`config.mk`:
```
export PLATFORM = sky130hd
export DESIGN_NAME = arp_cache_with_aging
export DESIGN_NICKNAME = d
export VERILOG_FILES = /design/src/arpc_pkg.sv /design/src/arp_cache_with_aging.sv /design/src/arpc_cell.sv
export SDC_FILE = /design/constraint.sdc
export NUM_CORES = 2
export LEC_CHECK = 0
export ABC_AREA = 1
export BUFFER_PORTS_ARGS = -buffer_cell sky130_fd_sc_hd__buf_4
export CAP_MARGIN = 30
export CORE_MARGIN = 2
export CORE_UTILIZATION = 28
export DETAILED_ROUTE_END_ITERATION = 10
export SETUP_SLACK_MARGIN = 0.15
export SYNTH_ARGS = -nofsm -noshare
export SYNTH_HDL_FRONTEND = slang
export SYNTH_SLANG_ARGS = --single-unit
```
`constraint.sdc`:
```
create_clock -name clk -period 8.4 [get_ports clk]
set_clock_uncertainty 0.15 [all_clocks]
set_input_delay 1.68 -clock clk [delete_from_list [all_inputs] [get_ports clk]]
set_output_delay 1.68 -clock clk [all_outputs]
set_load 0.01 [all_outputs]
```
`src/arpc_pkg.sv`:
```
package arpc_pkg;

  // field widths
  localparam int IP_W        = 32;
  localparam int MAC_W       = 48;
  localparam int AGE_W       = 8;
  localparam int OUT_IDX_W   = 3;
  // entry number width, sized for the largest table (64 entries)
  localparam int ENTRY_IDX_W = 6;
  localparam int CFG_IDX_W   = 1;
  localparam int CFG_DATA_W  = 48;

  localparam logic [AGE_W-1:0] TTL_RESET     = 8'h08;
  localparam logic [MAC_W-1:0] BROADCAST_MAC = {MAC_W{1'b1}};

  typedef enum logic [1:0] {
    CMD_TICK    = 2'd0,
    CMD_LEARN   = 2'd1,
    CMD_RESOLVE = 2'd2,
    CMD_RSVD    = 2'd3
  } cmd_t;

  typedef enum logic [CFG_IDX_W-1:0] {
    CFG_OWN_MAC = 1'b0,
    CFG_TTL     = 1'b1
  } cfg_idx_t;

  typedef struct packed {
    cmd_t             cmd;
    logic [IP_W-1:0]  ip_addr;
    logic [IP_W-1:0]  next_hop_ip;
    logic [MAC_W-1:0] mac_addr;
  } in_beat_t;

  typedef struct packed {
    logic                 hit;
    logic [MAC_W-1:0]     dest_mac;
    logic [MAC_W-1:0]     src_mac;
    logic [OUT_IDX_W-1:0] entry_index;
  } out_beat_t;

  // search token that walks the row of entry cells
  typedef struct packed {
    logic                   valid;
    cmd_t                   cmd;
    logic [IP_W-1:0]        key;
    logic [MAC_W-1:0]       mac;
    logic                   found;
    logic [ENTRY_IDX_W-1:0] idx;
    logic [MAC_W-1:0]       hit_mac;
    logic                   free_found;
    logic [ENTRY_IDX_W-1:0] free_idx;
  } token_t;

  // write of a new entry into the first dead slot
  typedef struct packed {
    logic                   en;
    logic [ENTRY_IDX_W-1:0] idx;
    logic [IP_W-1:0]        ip;
    logic [MAC_W-1:0]       mac;
  } fill_t;

endpackage

```
`src/arp_cache_with_aging.sv`:
```
// ip-to-mac address cache with per-entry aging
// commands: a beat is taken on the rising edge where start is high and
// busy is low; in_data carries cmd, ip_addr, next_hop_ip and mac_addr.
// tick ages every live entry in the accepting cycle and gives no result.
// learn and resolve send a search token down a row of TABLE_ENTRIES entry
// cells, one cell per cycle; busy stays high while the token walks.
// learn refreshes the first live match or fills the first dead slot when
// the token leaves the row; it gives no result. a full table drops it.
// resolve puts one result beat on out_data with out_strobe high for one
// cycle, registered from the token as it leaves the last cell.
// a new learn, resolve or tick is taken only once the token has left the
// cell row; tick and the unused code leave busy low and give no result.
// results cannot be held off; busy is low again in the result cycle.
// config: cfg_we writes own_mac (index 0) or ttl_reload (index 1) at once.
// reset (rst_n low, synchronous) kills every entry, clears own_mac and
// sets ttl_reload to 8.
module arp_cache_with_aging #(
  parameter int TABLE_ENTRIES = 8
) (
  input  logic                                clk,
  input  logic                                rst_n,
  input  logic                                start,
  output logic                                busy,
  input  arpc_pkg::in_beat_t                  in_data,
  output logic                                out_strobe,
  output arpc_pkg::out_beat_t                 out_data,
  input  logic                                cfg_we,
  input  logic [arpc_pkg::CFG_IDX_W-1:0]      cfg_index,
  input  logic [arpc_pkg::CFG_DATA_W-1:0]     cfg_wdata
);

  logic [arpc_pkg::MAC_W-1:0] own_mac_r, own_mac_nxt;
  logic [arpc_pkg::AGE_W-1:0] ttl_r, ttl_nxt;
  logic                       busy_r, busy_nxt;
  logic                       out_valid_r, out_valid_nxt;
  arpc_pkg::out_beat_t        out_r, out_nxt;

  arpc_pkg::token_t tok [TABLE_ENTRIES+1];
  arpc_pkg::token_t head;
  arpc_pkg::token_t tail;
  arpc_pkg::fill_t  fill;
  logic             accept;
  logic             tick;

  assign accept = start && !busy_r;
  assign tick   = accept && (in_data.cmd == arpc_pkg::CMD_TICK);
  assign tail   = tok[TABLE_ENTRIES];
  assign tok[0] = head;

  // head token built from the accepted beat
  always_comb begin
    head            = '0;
    head.valid      = accept && ((in_data.cmd == arpc_pkg::CMD_LEARN) ||
                                 (in_data.cmd == arpc_pkg::CMD_RESOLVE));
    head.cmd        = in_data.cmd;
    head.key        = ((in_data.cmd == arpc_pkg::CMD_RESOLVE) &&
                       (in_data.next_hop_ip != '0)) ? in_data.next_hop_ip
                                                    : in_data.ip_addr;
    head.mac        = in_data.mac_addr;
  end

  // row of entry cells
  for (genvar g = 0; g < TABLE_ENTRIES; g++) begin : g_cell
    arpc_cell #(
      .CELL_IDX (g)
    ) u_cell (
      .clk   (clk),
      .rst_n (rst_n),
      .tok_i (tok[g]),
      .tick  (tick),
      .ttl   (ttl_r),
      .fill  (fill),
      .tok_o (tok[g+1])
    );
  end

  // new entry into the first dead slot when a learn found no match
  always_comb begin
    fill.en  = tail.valid && (tail.cmd == arpc_pkg::CMD_LEARN) &&
               !tail.found && tail.free_found;
    fill.idx = tail.free_idx;
    fill.ip  = tail.key;
    fill.mac = tail.mac;
  end

  // busy and result beat
  always_comb begin
    busy_nxt = busy_r;
    if (tail.valid) begin
      busy_nxt = 1'b0;
    end else if (head.valid) begin
      busy_nxt = 1'b1;
    end
    out_valid_nxt        = tail.valid && (tail.cmd == arpc_pkg::CMD_RESOLVE);
    out_nxt.hit          = tail.found;
    out_nxt.dest_mac     = tail.found ? tail.hit_mac : arpc_pkg::BROADCAST_MAC;
    out_nxt.src_mac      = own_mac_r;
    out_nxt.entry_index  = tail.found ? tail.idx[arpc_pkg::OUT_IDX_W-1:0] : '0;
  end

  // config registers
  always_comb begin
    own_mac_nxt = own_mac_r;
    ttl_nxt     = ttl_r;
    if (cfg_we) begin
      unique case (arpc_pkg::cfg_idx_t'(cfg_index))
        arpc_pkg::CFG_OWN_MAC: own_mac_nxt = cfg_wdata[arpc_pkg::MAC_W-1:0];
        arpc_pkg::CFG_TTL:     ttl_nxt     = cfg_wdata[arpc_pkg::AGE_W-1:0];
        default:               ;
      endcase
    end
  end

  always_ff @(posedge clk) begin
    if (!rst_n) begin
      own_mac_r   <= '0;
      ttl_r       <= arpc_pkg::TTL_RESET;
      busy_r      <= 1'b0;
      out_valid_r <= 1'b0;
    end else begin
      own_mac_r   <= own_mac_nxt;
      ttl_r       <= ttl_nxt;
      busy_r      <= busy_nxt;
      out_valid_r <= out_valid_nxt;
    end
  end

  always_ff @(posedge clk) begin
    out_r <= out_nxt;
  end

  assign busy       = busy_r;
  assign out_strobe = out_valid_r;
  assign out_data   = out_r;

`ifndef NO_ASSERTIONS
  // no token left in the row while idle
  a_idle_empty: assert property (@(posedge clk) disable iff (!rst_n)
    !busy_r |-> !tail.valid)
    else $error("token in cell row while idle");

  // a result beat only follows a resolve leaving the row
  a_result_src: assert property (@(posedge clk) disable iff (!rst_n)
    out_valid_r |-> $past(tail.valid && (tail.cmd == arpc_pkg::CMD_RESOLVE)))
    else $error("result beat without resolve");

  // the block is ready again in the result cycle
  a_result_idle: assert property (@(posedge clk) disable iff (!rst_n)
    out_valid_r |-> !busy_r)
    else $error("busy during result beat");

  // a miss reports broadcast and entry zero
  a_miss_fmt: assert property (@(posedge clk) disable iff (!rst_n)
    (out_valid_r && !out_r.hit) |->
      ((out_r.dest_mac == arpc_pkg::BROADCAST_MAC) && (out_r.entry_index == '0)))
    else $error("bad miss result");
`endif

endmodule

```
`src/arpc_cell.sv`:
```
module arpc_cell #(
  parameter int CELL_IDX = 0
) (
  input  logic                         clk,
  input  logic                         rst_n,
  input  arpc_pkg::token_t             tok_i,
  input  logic                         tick,
  input  logic [arpc_pkg::AGE_W-1:0]   ttl,
  input  arpc_pkg::fill_t              fill,
  output arpc_pkg::token_t             tok_o
);

  localparam logic [arpc_pkg::ENTRY_IDX_W-1:0] MY_IDX = arpc_pkg::ENTRY_IDX_W'(CELL_IDX);

  logic [arpc_pkg::IP_W-1:0]  ip_r,  ip_nxt;
  logic [arpc_pkg::MAC_W-1:0] mac_r, mac_nxt;
  logic [arpc_pkg::AGE_W-1:0] age_r, age_nxt;
  logic                       tok_valid_r;
  arpc_pkg::token_t           tok_r, tok_nxt;

  logic live;
  logic first_hit;
  logic refresh;
  logic fill_me;

  // lookup against this entry
  assign live      = (age_r != '0);
  assign first_hit = tok_i.valid && !tok_i.found && live && (ip_r == tok_i.key);
  assign refresh   = first_hit && (tok_i.cmd == arpc_pkg::CMD_LEARN);
  assign fill_me   = fill.en && (fill.idx == MY_IDX);

  // token update for the next cell
  always_comb begin
    tok_nxt = tok_i;
    if (first_hit) begin
      tok_nxt.found   = 1'b1;
      tok_nxt.idx     = MY_IDX;
      tok_nxt.hit_mac = mac_r;
    end
    if (tok_i.valid && !live && !tok_i.free_found) begin
      tok_nxt.free_found = 1'b1;
      tok_nxt.free_idx   = MY_IDX;
    end
  end

  // entry update: fill, refresh or aging
  always_comb begin
    ip_nxt  = ip_r;
    mac_nxt = mac_r;
    age_nxt = age_r;
    priority if (fill_me) begin
      ip_nxt  = fill.ip;
      mac_nxt = fill.mac;
      age_nxt = ttl;
    end else if (refresh) begin
      mac_nxt = tok_i.mac;
      age_nxt = ttl;
    end else if (tick && live) begin
      age_nxt = age_r - 1'b1;
    end else begin
      age_nxt = age_r;
    end
  end

  always_ff @(posedge clk) begin
    if (!rst_n) begin
      ip_r        <= '0;
      age_r       <= '0;
      tok_valid_r <= 1'b0;
    end else begin
      ip_r        <= ip_nxt;
      age_r       <= age_nxt;
      tok_valid_r <= tok_nxt.valid;
    end
  end

  // payload, no reset
  always_ff @(posedge clk) begin
    mac_r <= mac_nxt;
    tok_r <= tok_nxt;
  end

  // token out, valid taken from the reset flop
  always_comb begin
    tok_o       = tok_r;
    tok_o.valid = tok_valid_r;
  end

endmodule
```
# Word level (Yosys, flattened, before mapping)
# Index checks and enable logic that the tools add are counted.
dict set report classes {
  n_addsub 8
  eq_ne 26
  mux 50
  bitwise_logic 2
  n_reduce_logical 125
}
# operator count
set ops {}
lappend ops {{2-to-1 mux 48 bit} 23}
lappend ops {{equality test 32 bit} 8}
lappend ops {{2-to-1 mux 8 bit} 24}
lappend ops {{logical AND 1 bit} 70}
lappend ops {{nonzero test 8 bit} 8}
lappend ops {{subtractor 8 x 1 -> 8 bit (second input constant)} 8}
lappend ops {{2-to-1 mux 55 bit} 1}
lappend ops {{2-to-1 mux 32 bit} 1}
lappend ops {{nonzero test 32 bit} 1}
lappend ops {{equality test 6 x 3 -> 1 bit (second input constant)} 4}
lappend ops {{logical NOT 1 bit} 24}
lappend ops {{nonzero test 3 bit} 8}
lappend ops {{equality test 2 x 1 -> 1 bit (second input constant)} 9}
lappend ops {{nonzero test 2 bit} 8}
lappend ops {{equality test 6 x 2 -> 1 bit (second input constant)} 2}
lappend ops {{2-to-1 mux 7 bit} 1}
lappend ops {{equality test 6 x 1 -> 1 bit (second input constant)} 1}
lappend ops {{logical NOT 6 bit} 1}
lappend ops {{equality test 2 bit (second input constant)} 2}
lappend ops {{AND reduction 2 bit} 2}
lappend ops {{logical NOT 2 bit} 1}
lappend ops {{inverter 1 bit} 2}
lappend ops {{OR reduction 2 bit} 1}
lappend ops {{logical OR 1 bit} 1}
dict set report totals {
  reg_bits 1998
  input_bits 167
  out_inout_bits 102
}

# Longest topological paths before layout
dict set report logic_depth {
  ltp_word 8
  ltp_mapped 23
  mapped_depth_nobuf 21
}

# By module
# Synthesis repeated with hierarchy kept, for this count alone.
dict set report hier_totals {
  cells_unflattened 8331
  area_unflattened_um2 71594.9
}
# module n_inst cells_per_inst area_per_inst_um2 seq_area_each_um2
set by_module_without_submodules {}
lappend by_module_without_submodules {{arpc_cell at g_cell[3].u_cell ...} 3 962 8236.6 5144.9}
lappend by_module_without_submodules {{arpc_cell at g_cell[1].u_cell ...} 2 962 8365.5 5144.9}
lappend by_module_without_submodules {{arpc_cell at g_cell[4].u_cell} 1 961 8368.0 5144.9}
lappend by_module_without_submodules {{arpc_cell at g_cell[0].u_cell} 1 958 8361.8 5144.9}
lappend by_module_without_submodules {{arpc_cell at g_cell[7].u_cell} 1 985 8331.7 5144.9}
lappend by_module_without_submodules {arp_cache_with_aging 1 617 5092.4 3163.0}

# Worst setup path after synthesis
# Ideal clock, no wire load.
dict set report synth_path {
  kind {in2reg}
  startpoint {input port in_data[112] (netlist bit)}
  endpoint {register g_cell[0].u_cell.mac_r[0] (netlist bit) (enable)}
  t_arrival_ns 3.742
  required_time_ns 7.898
  path_slack_ns 4.156
  stages 15
  cell_sequence {inv_1 > ha_1 > clkbuf_1 > buf_1 > nand3_1 > nand3_2 > nand2_1 > nor2_1 > nand2_1 > nor2_1 > nand2_1 > nor2_2 > nand3_2 > nand2_2 > buf_6}
}
dict set report synth_between {
  elab_chain_len 7
}
# item line
set synth_lines {}
lappend synth_lines {{from (decl)} arp_cache_with_aging.sv:24} ;# input arpc_pkg::in_beat_t in_data,
lappend synth_lines {{equality test 2 bit or equality test 2 x 1 -> 1 bit (tied branches)} -}
lappend synth_lines {{logical AND 1 bit or logical OR 1 bit (tied branches)} {arp_cache_with_aging.sv:56, arp_cache_with_aging.sv:53}}
lappend synth_lines {{2-to-1 mux 32 bit or logical AND 1 bit (tied branches)} {arp_cache_with_aging.sv:57, arp_cache_with_aging.sv:53}}
lappend synth_lines {{equality test 32 bit or logical AND 1 bit (tied branches)} arpc_cell.sv:28} ;# assign first_hit = tok_i.valid && !tok_i.found && live && (ip_r == tok_i.key);
lappend synth_lines {{logical AND 1 bit} arpc_cell.sv:28}
lappend synth_lines {{logical AND 1 bit (*)} arpc_cell.sv:29} ;# assign refresh = first_hit && (tok_i.cmd == arpc_pkg::CMD_LEARN);
lappend synth_lines {{nonzero test 2 bit (no source line) (*)} -}
lappend synth_lines {{to (signal assigned)} arpc_cell.sv:79} ;# mac_r <= mac_nxt;
lappend synth_lines {{to (decl)} arpc_cell.sv:16} ;# logic [arpc_pkg::MAC_W-1:0] mac_r, mac_nxt;
# Every way passes the cells marked *; elsewhere a longest branch is shown, timed or not.
# A chain may end at the register's enable or synchronous reset.

==> metrics.md <==
| Metric | Value |
|---|---|
| Status | completed |
| Clk_lat worst skew | 0.85 ns |
| Worst vdd ir | 210 uV |
| Final Hold Fails | 0 |
| Number of unique standard cell types used by synthesis | 52 |
| Synthesized cell area | 65300 um^2 |
| Req. time, crit path | 8.73 ns |
| Fin Hold WS | 0.140 ns |
| R2R Setup Slk | 4.02 ns |
| GR Util All Layers | 16.5% |
| DR top layer | met4 |
| Final setup TNS | 0 ns |
| GP Congestion | 0.868 |
| Slew HR | 32.5% |
| Top FF cell, synth | dfxtp_1 |
| Root Driver | clkbuf_16 |
| Total global routing overflow | 0 |
| Final #Nets | 7386 |
| Post-synth top area cell | dfxtp_1 |
| Post-cts resize count | 0 |
| Synth warn | 0 |
| # H-tree levels | 4 |
| Tcrit/Tclk final | 58.5% |
| Fmax | 204 MHz |
| Worst setup SP type | primary input |
| Post-Syn Instances | 6979 |
| Setup Fix Bufs, Post-CTS | 0 |
| First-pass detailed-route iteration total | 6 |
| Final Critical Period | 4.91 ns |
| DRC errors left | 0 |
| Core ar. | 232000 um^2 |
| Largest fanout on the critical path | 46 |
| # placed instances | 10100 |
| Post-synth EDFFs | 384 |
| Die Height | 487 um |
| Setup crit start | in_data[59] |
| Seq/Total Area, Yosys | 65.9% |
| Die ar. | 237000 um^2 |
| CTS Hold Bufs | 0 |
| I/O Buffers | 268 |
| Share of cells above drive strength 1 | 10.7% |
| Leak | 33.1 nW |
| Area grow syn2layout | 18.7% |
| Bufs on Longest Clock Path | 3 |
| Post-DR wirelength/cell | 19.2 um |
| Die X | 487 um |
| Clk slew on worst S/H paths | 0.06 ns |
| Most frequent cell after synthesis | nand2_1 |
| Setup Crit Path Kind | in -> reg |
| Detailed Place HPWL | 131000 um |
| Largest net degree at the start of global routing | 130 |
| Vias | 46900 |
| DR WL met3 | 12000 um |
| Post-route antenna net violation count | 0 |
| Initial DRC count | 3889 |
| Final Max Slew Viols | 0 |
| Vias/cell | 4.50 |
| Hold depth | 0 |
| RSZ-0062 raised after global routing | false |
| Row count | 177 |
| Worst r2r path cells | 7 |
| Top cells by count, synth | 1937 x nand2_1, 1576 x dfxtp_1, 780 x o21ai_0 |
| Fraction of registers with async set/reset | 0% |
| Routed wire length | 200000 um |
| Critical hold path startpoint | g_cell[1].u_cell.tok_o[71] |
| Crit end category | register |
| Hold endpoint | g_cell[2].u_cell.tok_o[71] |
| Final core utilization | 33.4% |
| Initial antenna violation count | 21 |
| Worst-margin pin slew | 1.00 ns |
| Mapped Nets | 7158 |
| M1 WL | 92600 um |
| First-pass GRT wire length | 294000 um |
| Final setup violation count | 0 |
| Critical R2R Capture | g_cell[0].u_cell.mac_r[3] |
| Max-cap viol count | 0 |
| CTS Buf Count | 194 |
| Worst R2R Start | g_cell[7].u_cell.tok_valid_r |
| Initial Utilization | 28.1% |
| Ports | 269 |
| CTS tree | yes |
| Synth top area share | 48.3% |
| Largest cells by area after synthesis | dfxtp_1 48%, edfxtp_1 18%, nand2_1 11%, o21ai_0 6.0%, nor2_1 3.5% |
| Synthesis-stage register bit count | 1960 |
| Syn avg cell area | 9.36 um^2 |
| Power Density | 255 nW/um^2 |
| Met2 WL | 89700 um |
| Arr. time, crit path | 5.24 ns |
| Clock sink count | 1960 |
| Vias in the first global route | 45000 |
| Hold crit path type | reg -> reg |
| Non-Filler Instances | 10400 |
flip-flops by register name, summed over array words and instances (netlist names):
name and cells:
g_cell.u_cell.mac_r 384, g_cell.u_cell.age_r 64, out_data 100, out_strobe 1, ttl_r 8, g_cell.u_cell.tok_o 1090, g_cell.u_cell.ip_r 256, own_mac_r 48
busy 1, g_cell.u_cell.tok_valid_r 8
area by class of cell:
class / count / area, um^2
antenna: 7 / 17.5
clock buffer: 288 / 5640
clock inverter: 79 / 1170
fill: 23600 / 155000
inverter: 529 / 2010
multi-input combinational: 4189 / 19200
sequential: 1960 / 43100
tap: 3043 / 3810
timing repair buffer: 333 / 2660
worst max path at each step:
stage | endpoint | slack (ns)
detailed placement | g_cell[0].u_cell.mac_r[46] | 2.56
finish | g_cell[0].u_cell.mac_r[3] | 3.49
global placement | g_cell[0].u_cell.mac_r[46] | 2.31
global route | g_cell[0].u_cell.mac_r[3] | 3.07
CTS | g_cell[0].u_cell.mac_r[3] | 3.47
floorplan | g_cell[0].u_cell.mac_r[0] | 4.16
critical path: stages:
cell,delay (ns)
buf_4,0.12
nor2_1,0.12
nand2_1,0.09
inv_1,0.06
nand2_1,0.05
nor2_1,0.11
nand2_2,0.51
nand3_1,0.32
nand2_1,0.09
nand2_1,0.14
nand2_1,0.07
nor2_1,0.15
nand2_1,0.09
nor2_1,0.19
nand2_1,0.09
nor2_2,0.10
nand3_2,0.16
nand2_4,0.48
buf_4,0.52
power breakdown:
group / total, mW / internal [mW] / switching, mW
Clock: 9.04 / 5.23 / 3.81
Sequential: 10.1 / 9.84 / 0.243
Combinational: 0.683 / 0.253 / 0.430
metrics by stage:
stage          power [mW]  cell area, um^2  setup WS (ns)
6_report             19.8            77600           3.49
5_1_grt              20.5            77600           3.07
4_1_cts              20.0            77500           3.47
3_5_place_dp         11.0            70700           2.56
3_3_place_gp         11.0            70500           2.31
2_1_floorplan        10.5            65300           4.16
layer usage:
metal  GRT usage [%]  vias up
li1                -    22900
met1            22.8    22300
met2            26.1     1441
met3            2.68      277
met4            5.40        0
met5               0        -
logic make-up (layout without fill, tap and decap cells):
| kind of cell | after synthesis | after routing | synth area share, % |
|---|---|---|---|
| compound gates | 1036 | 1036 | 8.23 |
| buf+inv | 830 | 1229 | 4.89 |
| fa+ha+maj | 12 | 12 | 0.230 |
| simple gates | 3030 | 3030 | 19.2 |
| flops | 1960 | 1960 | 65.9 |
| xor+xnor | 111 | 111 | 1.49 |
| other cells | 0 | 7 | 0 |
cell usage in the layout, fill, tap and decap left out, drive strengths merged, types with 58 or more instances in the layout:
cell type and instances:
buf 333, nand2 1957, nor3 60, dfxtp 1576
a21oi 181, nand3 142, xor2 92, clkinv 58
nor3b 62, nor2 615, inv 528, nand4 60
o21ai 785, clkbuf 288, edfxtp 384
No activity file was read; power rests on OpenSTA's default activity.
